`config.mk`:
```
export PLATFORM = sky130hd
export DESIGN_NAME = lbp_queue
export DESIGN_NICKNAME = d
export VERILOG_FILES = /design/src/design/lbp_pkg.sv /design/src/design/lbp_queue.sv
export SDC_FILE = /design/constraint.sdc
export NUM_CORES = 1
export LEC_CHECK = 0
export ABC_AREA = 0
export BUFFER_PORTS_ARGS = -buffer_cell sky130_fd_sc_hd__buf_2
export CORE_ASPECT_RATIO = 1.75
export CORE_MARGIN = 10
export CORE_UTILIZATION = 51
export CTS_BUF_LIST = sky130_fd_sc_hd__clkbuf_16
export DETAILED_ROUTE_END_ITERATION = 7
export GPL_TIMING_DRIVEN = 0
export PLACE_DENSITY_LB_ADDON = 0.12
export SLEW_MARGIN = 10
export SYNTH_ARGS = -nofsm -noshare
export SYNTH_HDL_FRONTEND = slang
export SYNTH_SLANG_ARGS = --single-unit
```
`constraint.sdc`:
```
create_clock -name i_clk -period 4.4 [get_ports i_clk]
set_input_delay 0.22 -clock i_clk [delete_from_list [all_inputs] [get_ports i_clk]]
set_output_delay 0.22 -clock i_clk [all_outputs]
set_load 0.02 [all_outputs]
```
`src/design/lbp_pkg.sv`:
```
package lbp_pkg;

    localparam int PIX_W      = 8;
    localparam int CODE_W     = 8;
    localparam int CX_W       = 7;
    localparam int CY_W       = 12;
    localparam int ROW_W      = 13;
    localparam int RAD_W      = 2;
    localparam int PTS_W      = 4;
    localparam int IMW_W      = 8;
    localparam int CFG_IDX_W  = 2;
    localparam int CFG_DATA_W = 13;
    localparam int Q_DEPTH    = 4;
    localparam int Q_PTR_W    = 2;
    localparam int Q_LVL_W    = 3;
    localparam int WGT_W      = 16;
    localparam int PROD_W     = 26;

    localparam logic [CFG_IDX_W-1:0] REG_RADIUS = 2'd0;
    localparam logic [CFG_IDX_W-1:0] REG_POINTS = 2'd1;
    localparam logic [CFG_IDX_W-1:0] REG_WIDTH  = 2'd2;
    localparam logic [CFG_IDX_W-1:0] REG_HEIGHT = 2'd3;

    // one coded center: pixels picked from the window
    typedef struct packed {
        logic [PIX_W-1:0]           center;
        logic [3:0][PIX_W-1:0]      axis;    // right, up, left, down
        logic [3:0][PIX_W-1:0]      outer;   // diagonals d1, d3, d5, d7
        logic [3:0][PIX_W-1:0]      inner;
        logic [3:0][PIX_W:0]        mixed;   // sum of the two cross corners
        logic [CX_W-1:0]            cx;
        logic [CY_W-1:0]            cy;
        logic                       last;
    } t_req;

    typedef struct packed {
        logic [Q_LVL_W-1:0] level;
        logic               empty;
    } t_q_status;

    typedef struct packed {
        logic [WGT_W-1:0] w_oo;
        logic [WGT_W-1:0] w_ii;
        logic [WGT_W-1:0] w_mix;
    } t_wgt;

    // diagonal offset R*0.7071 = k + a/256; outer corner weight a, inner 256-a per axis
    function automatic t_wgt radius_weights(input logic [RAD_W-1:0] rad);
        t_wgt w;
        case (rad)
            2'd2: begin
                w.w_oo  = 16'd11236;
                w.w_ii  = 16'd22500;
                w.w_mix = 16'd15900;
            end
            2'd3: begin
                w.w_oo  = 16'd961;
                w.w_ii  = 16'd50625;
                w.w_mix = 16'd6975;
            end
            default: begin
                w.w_oo  = 16'd32761;
                w.w_ii  = 16'd5625;
                w.w_mix = 16'd13575;
            end
        endcase
        return w;
    endfunction

endpackage

```
`src/design/lbp_queue.sv`:
```
module lbp_queue (
    input  logic                i_clk,
    input  logic                i_rst_n,
    input  logic                i_push,
    input  lbp_pkg::t_req       i_req,
    input  logic                i_pop,
    output lbp_pkg::t_req       o_req,
    output lbp_pkg::t_q_status  o_status
);
    import lbp_pkg::*;

    t_req                r_mem [Q_DEPTH];
    logic [Q_PTR_W-1:0]  r_wr, r_rd;
    logic [Q_LVL_W-1:0]  r_level;
    logic                do_pop;

    assign do_pop = i_pop && (r_level != '0);

    always_ff @(posedge i_clk) begin
        if (!i_rst_n) begin
            r_wr    <= '0;
            r_rd    <= '0;
            r_level <= '0;
        end else begin
            if (i_push) begin
                r_wr <= r_wr + Q_PTR_W'(1);
            end
            if (do_pop) begin
                r_rd <= r_rd + Q_PTR_W'(1);
            end
            r_level <= r_level + Q_LVL_W'(i_push) - Q_LVL_W'(do_pop);
        end
    end

    always_ff @(posedge i_clk) begin
        if (i_push) begin
            r_mem[r_wr] <= i_req;
        end
    end

    assign o_req          = r_mem[r_rd];
    assign o_status.level = r_level;
    assign o_status.empty = (r_level == '0);

    a_no_overflow: assert property (@(posedge i_clk) disable iff (!i_rst_n)
        i_push && !do_pop |-> r_level < Q_LVL_W'(Q_DEPTH))
        else $error("request queue overflow");

    a_level_bound: assert property (@(posedge i_clk) disable iff (!i_rst_n)
        r_level <= Q_LVL_W'(Q_DEPTH))
        else $error("queue level out of range");

    a_no_underflow: assert property (@(posedge i_clk) disable iff (!i_rst_n)
        i_pop |-> r_level != '0)
        else $error("pop from empty queue");

endmodule

```
Yosys cells after proc, flatten, opt, wreduce, memory -nomap -nowiden:

Memory sizes are Yosys's and may differ from the RTL's. A register that Yosys moved wholly into a read port is not among the register bits.
Index checks and enable logic that the tools add are counted.

* add/subtract/negate cells: 4
* reductions and logical operators: 3
* muxes and demuxes: 4

Operator list (number)
* adder 2 x 1 -> 2 bit, second input constant: 2
* 2-to-1 mux 2 bit: 2
* adder 3 x 1 -> 3 bit: 1
* logical NOT 3 bit: 1
* nonzero test 3 bit: 1
* subtractor 3 x 1 -> 3 bit: 1
* 2-to-1 mux 1 bit: 2
* logical AND 1 bit: 1

* logic and storage cells: 15
* memories kept: 1
* bits in writable memories: 640
* output and inout bits: 164
* register bits: 7

Memories
* r_mem: words 4, bits a word 160, rd ports 1, clocked after Yosys merged registers in 1, wr ports 1, line lbp_queue.sv:12 `t_req r_mem [Q_DEPTH];`

Logic depth before layout (Yosys ltp):

* depth after elaboration: 4
* gate-level depth with buffers: 8
* gate-level depth less buffers: 8

Worst setup path after synthesis:

Ideal clock, no wire load.

* kind: register to register
* from: register r_wr[0]
* to: memory r_mem[0][0] (netlist name) (enable)
* data arrival time: 4.195 ns
* setup time: 0.538 ns
* buffers on the path: 0
* period minus slack after synthesis: 4.733 ns
* cell stages (with the launch flop): 4
* setup slack: -0.333 ns
* path through: dfxtp_1 -> inv_1 -> ha_1 -> and2_1

RTL lines
* from (decl): line lbp_queue.sv:13 `logic [Q_PTR_W-1:0] r_wr, r_rd;`
* from (signal assigned): line lbp_queue.sv:26 `r_wr <= r_wr + Q_PTR_W'(1);`
* to (decl): line lbp_queue.sv:12

Straight into the memory's write port.

==> metrics <==
fin worst setup slack=between 1.5 and 2 ns; Synth Instances=879; Data required, critical path=approximately 4.2 ns; CTS buffer count=between 50 and 60; crit path max-delay cell type=buf_2; CTS Sinks=approximately 650; max cap viols=0; Net count, final=1,608; clk buf depth=3; Ys Warns=0; largest net degree at the start of global routing=49; dpl ws=roughly 2.2 ns; Hold Crit Class=input pin to register; crit end category=primary output; FP Rows=roughly 100; placed inst area=around 26,000 µm²; Final ANT Viol Nets=0; total die area=approximately 55,000 µm²; max_slew headroom=49.0%; Pre-antenna DRT Iters=4; Buf/Inv on CP=4; total power=approximately 0.015 W; RSZ-0062 raised after global routing=false; critical path's most frequent cell=buf_2; GRT overflow=0; max-slew violations=0; final instance area=a little under 30,000 µm²; final setup fails=0; period utilisation layout=~60%; Setup crit start kind=register; largest area contributor in the netlist=edfxtp_1; WP data arrival=roughly 2.5 ns; distinct cell type count of the synthesized netlist=19; Worst Tran Pin Value=approximately 0.77 ns; Die Wd=about 180 µm; routed wire length=slightly below 50 mm; post-DP HPWL=~32 mm; DR iter-0 viols=668; initial antenna violation count=6; GR Util All Layers=17.8%; dominant synthesized flop cell=edfxtp_1; core box area=about 46,000 µm²; area of the multi-input gates=3880 µm²; FF/Latch Area=19,400 µm²; synth top area cells=edfxtp_1 82%, mux4_2 15%, dfxtp_1 0.77%; Logic pwr share=about a fifth; internal power=roughly 0.011 W; Syn Nets=about 1,100; Reg power frac=around 47%; Top delay family on crit path=buffers and inverters; Async SR Flop Fraction=0%; CP peak stage delay=between 0.4 and 0.5 ns; Initial Utilization=about half; PwrDens=a little over 500 nW/µm²; count leader, synth=edfxtp_1; wire per inst=23.9 µm; number of enable flip-flop cells after synthesis=between 600 and 700; Final min period=2.69 ns; register area share after synthesis=82.5%; Post-CTS Setup Inserts=0; Yosys reg bits=about 650; Clock Tree Root=clkbuf_16; Cell Chain, Critical Path=buf_2 > buf_2 > buf_2 > mux4_2 > buf_2; P_leak=slightly above 10 nW; Port Buffers=327; status=completed; Clk pwr share=between 30% and 40%; Critical Setup Path Class=register to primary output; placer congestion estimate=about 0.69; Netlist Area Pre-Place=about 24,000 µm²; top cell type's share of synthesized area=approximately four fifths; Vias/cell=about 5.4; vias in the first global route=12,400; clk_lat worst skew=0.57 ns; CTS tree=done; Peak Freq=371 MHz; Post-route DRC=0; H-tree depth=2; VDD IR max=just over 0.4 mV; Max FO, Critical Path=10; sw power=roughly 0.004 W; Fillers=just over 3,000; Die Ht=304 µm; Mean Syn Cell Area=approximately 27 µm²; Synth top cells by count=640 x edfxtp_1, 160 x mux4_2, 19 x buf_2; Clock Skew=about 0.009 ns; Ports=328; Net Sw Frac=26.0%; ratio of cells with drive above 1 in the final layout=between 40% and 50%; Synth-to-Final Area Change=26.4%; total number of vias=approximately 11,000; clock slew at reported path FFs=~0.070 ns; first-pass GRT wire length=around 76 mm; final hold vios=0
layout make-up:
| type | instances | share of cell area, % |
|---|---|---|
| Antenna cell | 4 | 0.0336 |
| Buffer | 36 | 0.812 |
| Clock buffer | 57 | 4.79 |
| Clock inverter | 44 | 1.51 |
| Inverter | 5 | 0.0631 |
| Multi-Input combinational cell | 189 | 13.0 |
| Sequential cell | 649 | 65.2 |
| Tap cell | 583 | 2.45 |
| Timing Repair Buffer | 502 | 12.1 |
routing by layer:
layer,vias up,track usage (%),share of wire (%)
li1,4943,-,-
met1,5806,21.8,38
met2,373,30.4,52
met3,73,4.83,7.1
met4,4,5.12,2.3
met5,-,0,0.028
cells in the final DEF (no fill, tap or decap):
cell type / n
edfxtp_1: 640
buf_2: 346
dlygate4sd3_1: 163
mux4_2: 160
clkbuf_16: 57
inv_1: 13
buf_16: 12
buf_6: 11
clkinv_1: 10
dfxtp_1: 9
clkinv_2: 9
bufinv_16: 9
clkbuf_1: 6
ha_1: 6
diode_2: 4
and2_4: 4
mux2i_1: 4
clkinvlp_4: 4
clkinv_4: 4
nor2b_1: 3
and2_1: 2
nand2_1: 2
nand2b_1: 2
o31a_1: 1
nor3_1: 1
xor2_1: 1
o311ai_0: 1
xnor3_1: 1
fa_1: 1
power groups by stage:
stage                     registers [W]  logic (W)  clock network [W]
final                           0.00719    0.00325            0.00497
after CTS                       0.00719    0.00336            0.00511
after floorplan                 0.00733    0.00210                  0
after global routing            0.00721    0.00349            0.00531
after detailed placement        0.00733    0.00322                  0
after global placement          0.00735    0.00317                  0
state kept, by name (all words and copies together), names as in the netlist, named ones only:
signal and flops:
r_rd 2, r_level 3, r_wr 2, r_mem 640
timing repair:
action / 4_1_cts / 5_1_grt
hold buffers: 163 / 0
resized for setup: 0 / 0
hold endpoints to repair: 649 / 0
worst register-to-register path: cells and delay by family (launching register included):
family / cells / cell delay, ns
buffers and inverters: 2 / 0.65
flip-flops: 1 / 0.39
AND/OR/NAND/NOR: 1 / 0.59
adder cells (fa/ha/maj): 1 / 0.18
cell families (layout without fill, tap and decap cells):
family / count (synthesis) / count (layout) / share of synthesized area (%)
AO/OA/AOI/OAI: 2 / 2 / 0.0745
XOR/XNOR: 2 / 2 / 0.133
adder cells (fa/ha/maj): 7 / 7 / 0.404
buffers and inverters: 41 / 644 / 1.11
flip-flops: 649 / 649 / 82.5
multiplexers: 164 / 164 / 15.5
other: 0 / 4 / 0
AND/OR/NAND/NOR: 14 / 14 / 0.346
per-stage QoR:
step                      instances  utilization, %  hold slack, ns  setup TNS (ns)
after floorplan                 879               -           0.319               0
after global placement         1789            56.5           0.429         -129.44
after detailed placement       1801            57.3           0.434               0
after CTS                      2065            64.9           0.347               0
after global routing           2069            65.0           0.377               0
final                          2069            65.0           0.395               0
path summary, 6_finish.rpt:
kind / start / end / slack (ns) / depth (start not counted)
worst min-delay path: i_req[44] / r_mem[0][44] / 0.39 / 2
worst max register to register: r_wr[0] / r_mem[1][154] / 2.21 / 4
worst max-delay path: register / o_req[143] / 1.71 / 5
worst min register to register: r_rd[1] / r_rd[1] / 0.48 / 2
No activity file was read; power rests on OpenSTA's default activity.
