==> config.mk <==
export PLATFORM = sky130hd
export DESIGN_NAME = lbp_back
export DESIGN_NICKNAME = d
export VERILOG_FILES = /design/src/design/lbp_pkg.sv /design/src/design/lbp_back.sv
export SDC_FILE = /design/constraint.sdc
export NUM_CORES = 2
export LEC_CHECK = 0
export BUFFER_PORTS_ARGS = -buffer_cell sky130_fd_sc_hd__buf_2
export CORE_MARGIN = 5
export CORE_UTILIZATION = 50
export CTS_CLUSTER_DIAMETER = 40
export DETAILED_ROUTE_END_ITERATION = 8
export GPL_TIMING_DRIVEN = 0
export PLACE_DENSITY = 0.66
export SYNTH_ARGS = -nofsm -noshare
export SYNTH_HDL_FRONTEND = slang
export SYNTH_SLANG_ARGS = --single-unit
==> constraint.sdc <==
create_clock -name i_clk -period 27.3 [get_ports i_clk]
set_clock_uncertainty 0.1 [all_clocks]
set_input_delay 5.46 -clock i_clk [delete_from_list [all_inputs] [get_ports i_clk]]
set_output_delay 5.46 -clock i_clk [all_outputs]
set_load 0.02 [all_outputs]
==> src/design/lbp_pkg.sv <==
package lbp_pkg;

    localparam int PIX_W      = 8;
    localparam int CODE_W     = 8;
    localparam int CX_W       = 7;
    localparam int CY_W       = 12;
    localparam int ROW_W      = 13;
    localparam int RAD_W      = 2;
    localparam int PTS_W      = 4;
    localparam int IMW_W      = 8;
    localparam int CFG_IDX_W  = 2;
    localparam int CFG_DATA_W = 13;
    localparam int Q_DEPTH    = 4;
    localparam int Q_PTR_W    = 2;
    localparam int Q_LVL_W    = 3;
    localparam int WGT_W      = 16;
    localparam int PROD_W     = 26;

    localparam logic [CFG_IDX_W-1:0] REG_RADIUS = 2'd0;
    localparam logic [CFG_IDX_W-1:0] REG_POINTS = 2'd1;
    localparam logic [CFG_IDX_W-1:0] REG_WIDTH  = 2'd2;
    localparam logic [CFG_IDX_W-1:0] REG_HEIGHT = 2'd3;

    // one coded center: pixels picked from the window
    typedef struct packed {
        logic [PIX_W-1:0]           center;
        logic [3:0][PIX_W-1:0]      axis;    // right, up, left, down
        logic [3:0][PIX_W-1:0]      outer;   // diagonals d1, d3, d5, d7
        logic [3:0][PIX_W-1:0]      inner;
        logic [3:0][PIX_W:0]        mixed;   // sum of the two cross corners
        logic [CX_W-1:0]            cx;
        logic [CY_W-1:0]            cy;
        logic                       last;
    } t_req;

    typedef struct packed {
        logic [Q_LVL_W-1:0] level;
        logic               empty;
    } t_q_status;

    typedef struct packed {
        logic [WGT_W-1:0] w_oo;
        logic [WGT_W-1:0] w_ii;
        logic [WGT_W-1:0] w_mix;
    } t_wgt;

    // diagonal offset R*0.7071 = k + a/256; outer corner weight a, inner 256-a per axis
    function automatic t_wgt radius_weights(input logic [RAD_W-1:0] rad);
        t_wgt w;
        case (rad)
            2'd2: begin
                w.w_oo  = 16'd11236;
                w.w_ii  = 16'd22500;
                w.w_mix = 16'd15900;
            end
            2'd3: begin
                w.w_oo  = 16'd961;
                w.w_ii  = 16'd50625;
                w.w_mix = 16'd6975;
            end
            default: begin
                w.w_oo  = 16'd32761;
                w.w_ii  = 16'd5625;
                w.w_mix = 16'd13575;
            end
        endcase
        return w;
    endfunction

endpackage

==> src/design/lbp_back.sv <==
module lbp_back (
    input  logic                         i_clk,
    input  logic                         i_rst_n,
    input  logic [lbp_pkg::RAD_W-1:0]    i_rad,
    input  logic                         i_four,
    input  lbp_pkg::t_q_status           i_q_status,
    input  lbp_pkg::t_req                i_req,
    output logic                         o_pop,
    output logic                         o_valid,
    input  logic                         i_stall,
    output logic [lbp_pkg::CODE_W-1:0]   o_lbp_code,
    output logic [lbp_pkg::CX_W-1:0]     o_center_x,
    output logic [lbp_pkg::CY_W-1:0]     o_center_y,
    output logic                         o_frame_last
);
    import lbp_pkg::*;

    t_wgt               wgt;
    logic               adv;

    logic               r_b1_valid;
    logic [PROD_W-1:0]  r_b1_oo [4];
    logic [PROD_W-1:0]  r_b1_ii [4];
    logic [PROD_W-1:0]  r_b1_mix [4];
    logic [3:0]         r_b1_ax;
    logic [PIX_W-1:0]   r_b1_center;
    logic [CX_W-1:0]    r_b1_cx;
    logic [CY_W-1:0]    r_b1_cy;
    logic               r_b1_last;

    logic               r_valid;
    logic [CODE_W-1:0]  r_code;
    logic [CX_W-1:0]    r_cx;
    logic [CY_W-1:0]    r_cy;
    logic               r_last;

    logic [3:0]         dg;
    logic [CODE_W-1:0]  n_code;
    logic [PROD_W-1:0]  thr;

    assign wgt   = radius_weights(i_rad);
    assign adv   = ~r_valid | ~i_stall;
    assign o_pop = adv & ~i_q_status.empty;

    always_ff @(posedge i_clk) begin
        if (!i_rst_n) begin
            r_b1_valid <= 1'b0;
            r_valid    <= 1'b0;
        end else if (adv) begin
            r_b1_valid <= ~i_q_status.empty;
            r_valid    <= r_b1_valid;
        end
    end

    // diagonal products, one lane per diagonal; axis compares
    always_ff @(posedge i_clk) begin
        if (adv) begin
            for (int i = 0; i < 4; i++) begin
                r_b1_oo[i]  <= PROD_W'(wgt.w_oo) * PROD_W'(i_req.outer[i]);
                r_b1_ii[i]  <= PROD_W'(wgt.w_ii) * PROD_W'(i_req.inner[i]);
                r_b1_mix[i] <= PROD_W'(wgt.w_mix) * PROD_W'(i_req.mixed[i]);
                r_b1_ax[i]  <= i_req.axis[i] >= i_req.center;
            end
            r_b1_center <= i_req.center;
            r_b1_cx     <= i_req.cx;
            r_b1_cy     <= i_req.cy;
            r_b1_last   <= i_req.last;
        end
    end

    assign thr = PROD_W'({r_b1_center, 16'h0000});

    always_comb begin
        for (int i = 0; i < 4; i++) begin
            dg[i] = (r_b1_oo[i] + r_b1_ii[i] + r_b1_mix[i]) >= thr;
        end
        if (i_four) begin
            n_code = {4'b0000, r_b1_ax};
        end else begin
            n_code = {dg[3], r_b1_ax[3], dg[2], r_b1_ax[2],
                      dg[1], r_b1_ax[1], dg[0], r_b1_ax[0]};
        end
    end

    always_ff @(posedge i_clk) begin
        if (adv) begin
            r_code <= n_code;
            r_cx   <= r_b1_cx;
            r_cy   <= r_b1_cy;
            r_last <= r_b1_last;
        end
    end

    assign o_valid      = r_valid;
    assign o_lbp_code   = r_code;
    assign o_center_x   = r_cx;
    assign o_center_y   = r_cy;
    assign o_frame_last = r_last;

endmodule
Word-level counts from Yosys, hierarchy flattened. Memory sizes are Yosys's and may differ from the RTL's. Cells that the tools add are included. W data, S select, Z words.

Register bits: 62. Bits in writable memories: 292. Output and inout bits: 30. Memories kept: 3.

$add $sub $neg: 8. $mul: 12. $lt $le $gt $ge: 8. Equality and inequality tests: 2. Mux-type cells: 4. Bitwise logic cells: 5.

Memories: r_b1_mix (depth 4, width 25, rd ports 4, clocked after Yosys merged registers in 0, write ports 4, line lbp_back.sv:24) `logic [PROD_W-1:0] r_b1_mix [4];`; r_b1_ii (depth 4, width 24, rd ports 4, clocked after Yosys merged registers in 0, write ports 4, line lbp_back.sv:23) `logic [PROD_W-1:0] r_b1_ii [4];`; r_b1_oo (depth 4, width 24, rd ports 4, clocked after Yosys merged registers in 0, write ports 4, line lbp_back.sv:22) `logic [PROD_W-1:0] r_b1_oo [4];`.

Operators with widths (count): $add A26 B26 Y26 (8); $mul A16 B8 Y24 (8); $ge A26 B24 Y1 (4); $mul A16 B9 Y25 (4); $pmux W47 S2 (1); $ge A8 B8 Y1 (4); $eq A2 B2 Y1 const B (2); $mux W4 (1); $not A1 Y1 (3); $mux W1 (2); $and A1 B1 Y1 (1); $or A1 B1 Y1 (1).

Logic depth before layout (Yosys ltp). An unclocked memory read counts as a cell.

Word-level depth: 5. Mapped depth: 25. Depth with buffers taken out: 22.

Least setup slack after synthesis. OpenSTA, ideal clock, no wires.

Path type: input-to-reg. Start point: input port i_stall. End point: register r_cx[0], in the netlist o_center_x[0], enable pin. Arrival: 11175 ps. Required time: 24593 ps. Slack: 13417 ps. Stages: 1. Path buffers: 0. Path through: nand2_1.

Cells in the longest elaborated chain, start to end: 2.

Ends and longest elaborated chain: start, declared (line lbp_back.sv:10) `input logic i_stall,`; $not A1 Y1 (line lbp_back.sv:42) `assign adv = ~r_valid | ~i_stall;`; $or A1 B1 Y1 (line lbp_back.sv:42); end signal, assigned (line lbp_back.sv:88) `r_cx <= r_b1_cx;`; end, declared (line lbp_back.sv:33) `logic [CX_W-1:0] r_cx;`.

Every way passes these cells. A chain may end at the register's enable or synchronous reset.

==> impl_metrics.yaml <==
power_and_ir_drop:
  ir_drop_v: 0.0000813
  power.internal_mw: 4.34
  p_seq_share_pct: 14.0
  p_sw_share_pct: 48.4
  clkPwrFrac_pct: 10.7
  switching_power_mw: 4.07
  finalPower_mw: 8.41
  leakage_nw: 32.2
  powerDensity_nw_per_um2: 134
  p_comb_share_pct: 75.3
timing:
  finalSetupTns_ps: 0
  drv_slew: 11
  clock.fmax_mhz: 70.2
  worst_slew_pin_slew_ps: 1560
  max_slew_margin_pct: -3.89
  layout_min_cycle_time_ps: 14240
  min_period_over_period_pct: 52.2
  hold_violations: 0
  rsz0062_at_grt: "false"
  setup_violations: 0
setup_path:
  worstPathBufferInverterCount: 9
  r2r-end: "o_lbp_code[7]"
  startpoint_type: "primary input"
  worst_path_max_delay_cell: "clkbuf_1"
  path_class: "in2reg"
  slowest_delay_ps: 1110
  r2r-start: "r_b1_ii[3][1]"
  path_max_fanout: 11
  ff2ff_setup_slack_ps: 20970
  crit_top_cell: "inv_1"
  cpLargestDelayFamily: "buffers and inverters"
  rr_worst_depth: 22
  worstPathRequired_ps: 27570
  end_kind: "flip-flop"
  worstPathArrival_ps: 14510
global_route:
  overflow: 0
  antenna_found_initial: 28
  grt_pass1_vias: 42200
  grt_pass1_wl_mm: 240
  grt_max_degree: 73
  grt_usage_pct: 25.8
yosys:
  synth_area_leaders: "fa_1, ha_1, edfxtp_1"
  ys_types: 90
  synth_seq_cells: 354
  syn_inst: 5786
  synth_top_area_cell: "fa_1"
  synthesis.area_um2: 57000
  yosys.area.top_type_share_pct: 29.3
  synth_commonest_cells: "inv_1, ha_1, fa_1"
  dominantRegCellSynth: "edfxtp_1"
  syn-num-nets: 7652
  syn_avg_cell_area_um2: 9.85
  yosys_warnings: 0
  yosysMostFrequentCell: "inv_1"
  ys_async_sr_fraction_pct: 0
  synth_edf_count: 352
  yosysSeqAreaShare_pct: 18.6
route:
  drt_pass1_iterations: 6
  drc: 0
  drtAntennaViolNets: 0
  drt-initial-drc-count: 2599
  vias_per_cell: 5.36
  wl_per_cell_um: 20.3
  totalWireLength_mm: 155
  vias: 40900
clocking:
  cts_buffers: 70
  cts_hold_buf: 0
  clkSlewWorstSetupHoldPaths_ps: 50
  post_cts.repair.setup_buffers: 0
  clkSinkCount: 354
  htreeDepth: 3
  cts-resized-gates: 0
  cts_buffer_depth: 3
  clockRootBuffer: "clkbuf_16"
  cts_tree: "built"
  clk_latency_ps: 630
final_layout:
  area_delta_synth_final_pct: 9.76
  fin_util_pct: 55.4
  final_layout_size_suffix_gt1_share_pct: 6.39
  final_nets: 7924
outcome:
  outcome: "finished with violations"
  violations: "capacitance limit, slew limit"
floorplanning:
  design.die.area_um2: 121000
  die_y_um: 348
  fp.dieW_um: 348
  num_rows: 123
  start_util_pct: 50.5
  core-area_um2: 113000
  ios: 200
placement:
  placement.io_buffers: 193
  gp_congestion: 0.953
  dp_hpwl_mm: 131
min_path:
  whs_endpoint: "o_lbp_code[0]"
  hp-class: "reg2reg"
  hold_depth: 0
  hold_path_startpoint: "r_b1_ax[0]"
flow_run:
  cap_violations: 1
## layout make-up
type                       count  area, um^2
antenna                       21        52.6
buffer                        80         313
clock buffer                  76        1810
clock inverter                54         669
fill                        9994       50300
inverter                    1389        5210
multi-input combinational   3963       40900
sequential                   354       10600
tap                         1500        1880
timing repair buffer         200        1130
## layout by cell type, fill, tap and decap left out, types with 12 or more instances in the layout
| cell type | count |
|---|---|
| a2111oi_0 | 13 |
| a211oi_1 | 36 |
| a21boi_1 | 12 |
| a21o_1 | 89 |
| a21oi_1 | 219 |
| a31o_2 | 12 |
| a31oi_1 | 27 |
| and2_1 | 50 |
| and3_1 | 83 |
| buf_2 | 196 |
| clkbuf_1 | 65 |
| clkbuf_16 | 71 |
| diode_2 | 21 |
| edfxtp_1 | 352 |
| fa_1 | 833 |
| ha_1 | 863 |
| inv_1 | 1389 |
| nand2_1 | 274 |
| nand2b_1 | 74 |
| nand3_1 | 71 |
| nand4_1 | 19 |
| nor2_1 | 398 |
| nor2b_1 | 60 |
| nor3_1 | 95 |
| o2111ai_1 | 12 |
| o211ai_1 | 19 |
| o21a_1 | 30 |
| o21ai_0 | 112 |
| o21ai_1 | 27 |
| o21bai_1 | 27 |
| o22ai_1 | 15 |
| o31ai_1 | 14 |
| or2_2 | 15 |
| or3_1 | 49 |
| xnor2_1 | 205 |
| xor2_1 | 56 |
## metrics by stage
stage / cells / setup WS (ps) / hold slack [ps] / cell area, um^2
finish: 7637 / 13060 / 316 / 62500
global route: 7618 / 12810 / 322 / 62500
CTS: 7616 / 13280 / 316 / 62500
detailed placement: 7486 / 12640 / 305 / 60000
global placement: 7479 / 9470 / 301 / 59800
floorplan: 5786 / 13420 / 300 / 57000
## sequential cells by signal, summed over array words and instances (netlist names)
register / cells
o_center_x: 7
o_center_y: 12
o_frame_last: 1
o_lbp_code: 8
o_valid: 1
r_b1_ax: 4
r_b1_center: 8
r_b1_cx: 7
r_b1_cy: 12
r_b1_ii: 96
r_b1_last: 1
r_b1_mix: 100
r_b1_oo: 96
r_b1_valid: 1
## cell families after synthesis
family,synth area share (%)
fa+ha+maj,48.2
buf+inv,9.68
simple gates,10.3
compound gates,9.01
flops,18.6
xor+xnor,4.01
mux,0.158
## routing by layer
layer	track usage (%)	share of wire (%)	vias to the layer above
li1	-	-	19400
met1	34.2	42	20000
met2	41.2	45	1273
met3	6.41	8.2	298
met4	10.0	4.3	8
met5	0	0.036	-
## how the worst max path moves through the flow
stage	start	endpoint	slack [ps]	depth (start not counted)
floorplan	i_stall	o_center_x[0]	13420	1
global placement	i_stall	r_b1_ii[3][11]	9470	2
detailed placement	i_rad[1]	r_b1_mix[1][24]	12640	25
CTS	i_rad[1]	r_b1_mix[1][24]	13280	25
global route	i_rad[1]	r_b1_mix[1][24]	12810	25
finish	i_rad[1]	r_b1_mix[1][24]	13060	25
## power groups by stage
stage               clock network, mW  logic, mW  registers [mW]
finish                          0.903       6.33            1.17
global route                    0.946       7.16            1.19
CTS                             0.921       6.32            1.18
detailed placement                  0       6.26            1.19
global placement                    0       6.15            1.19
floorplan                           0       4.86            1.12
Note: power is estimated with default switching activity, not from simulation.
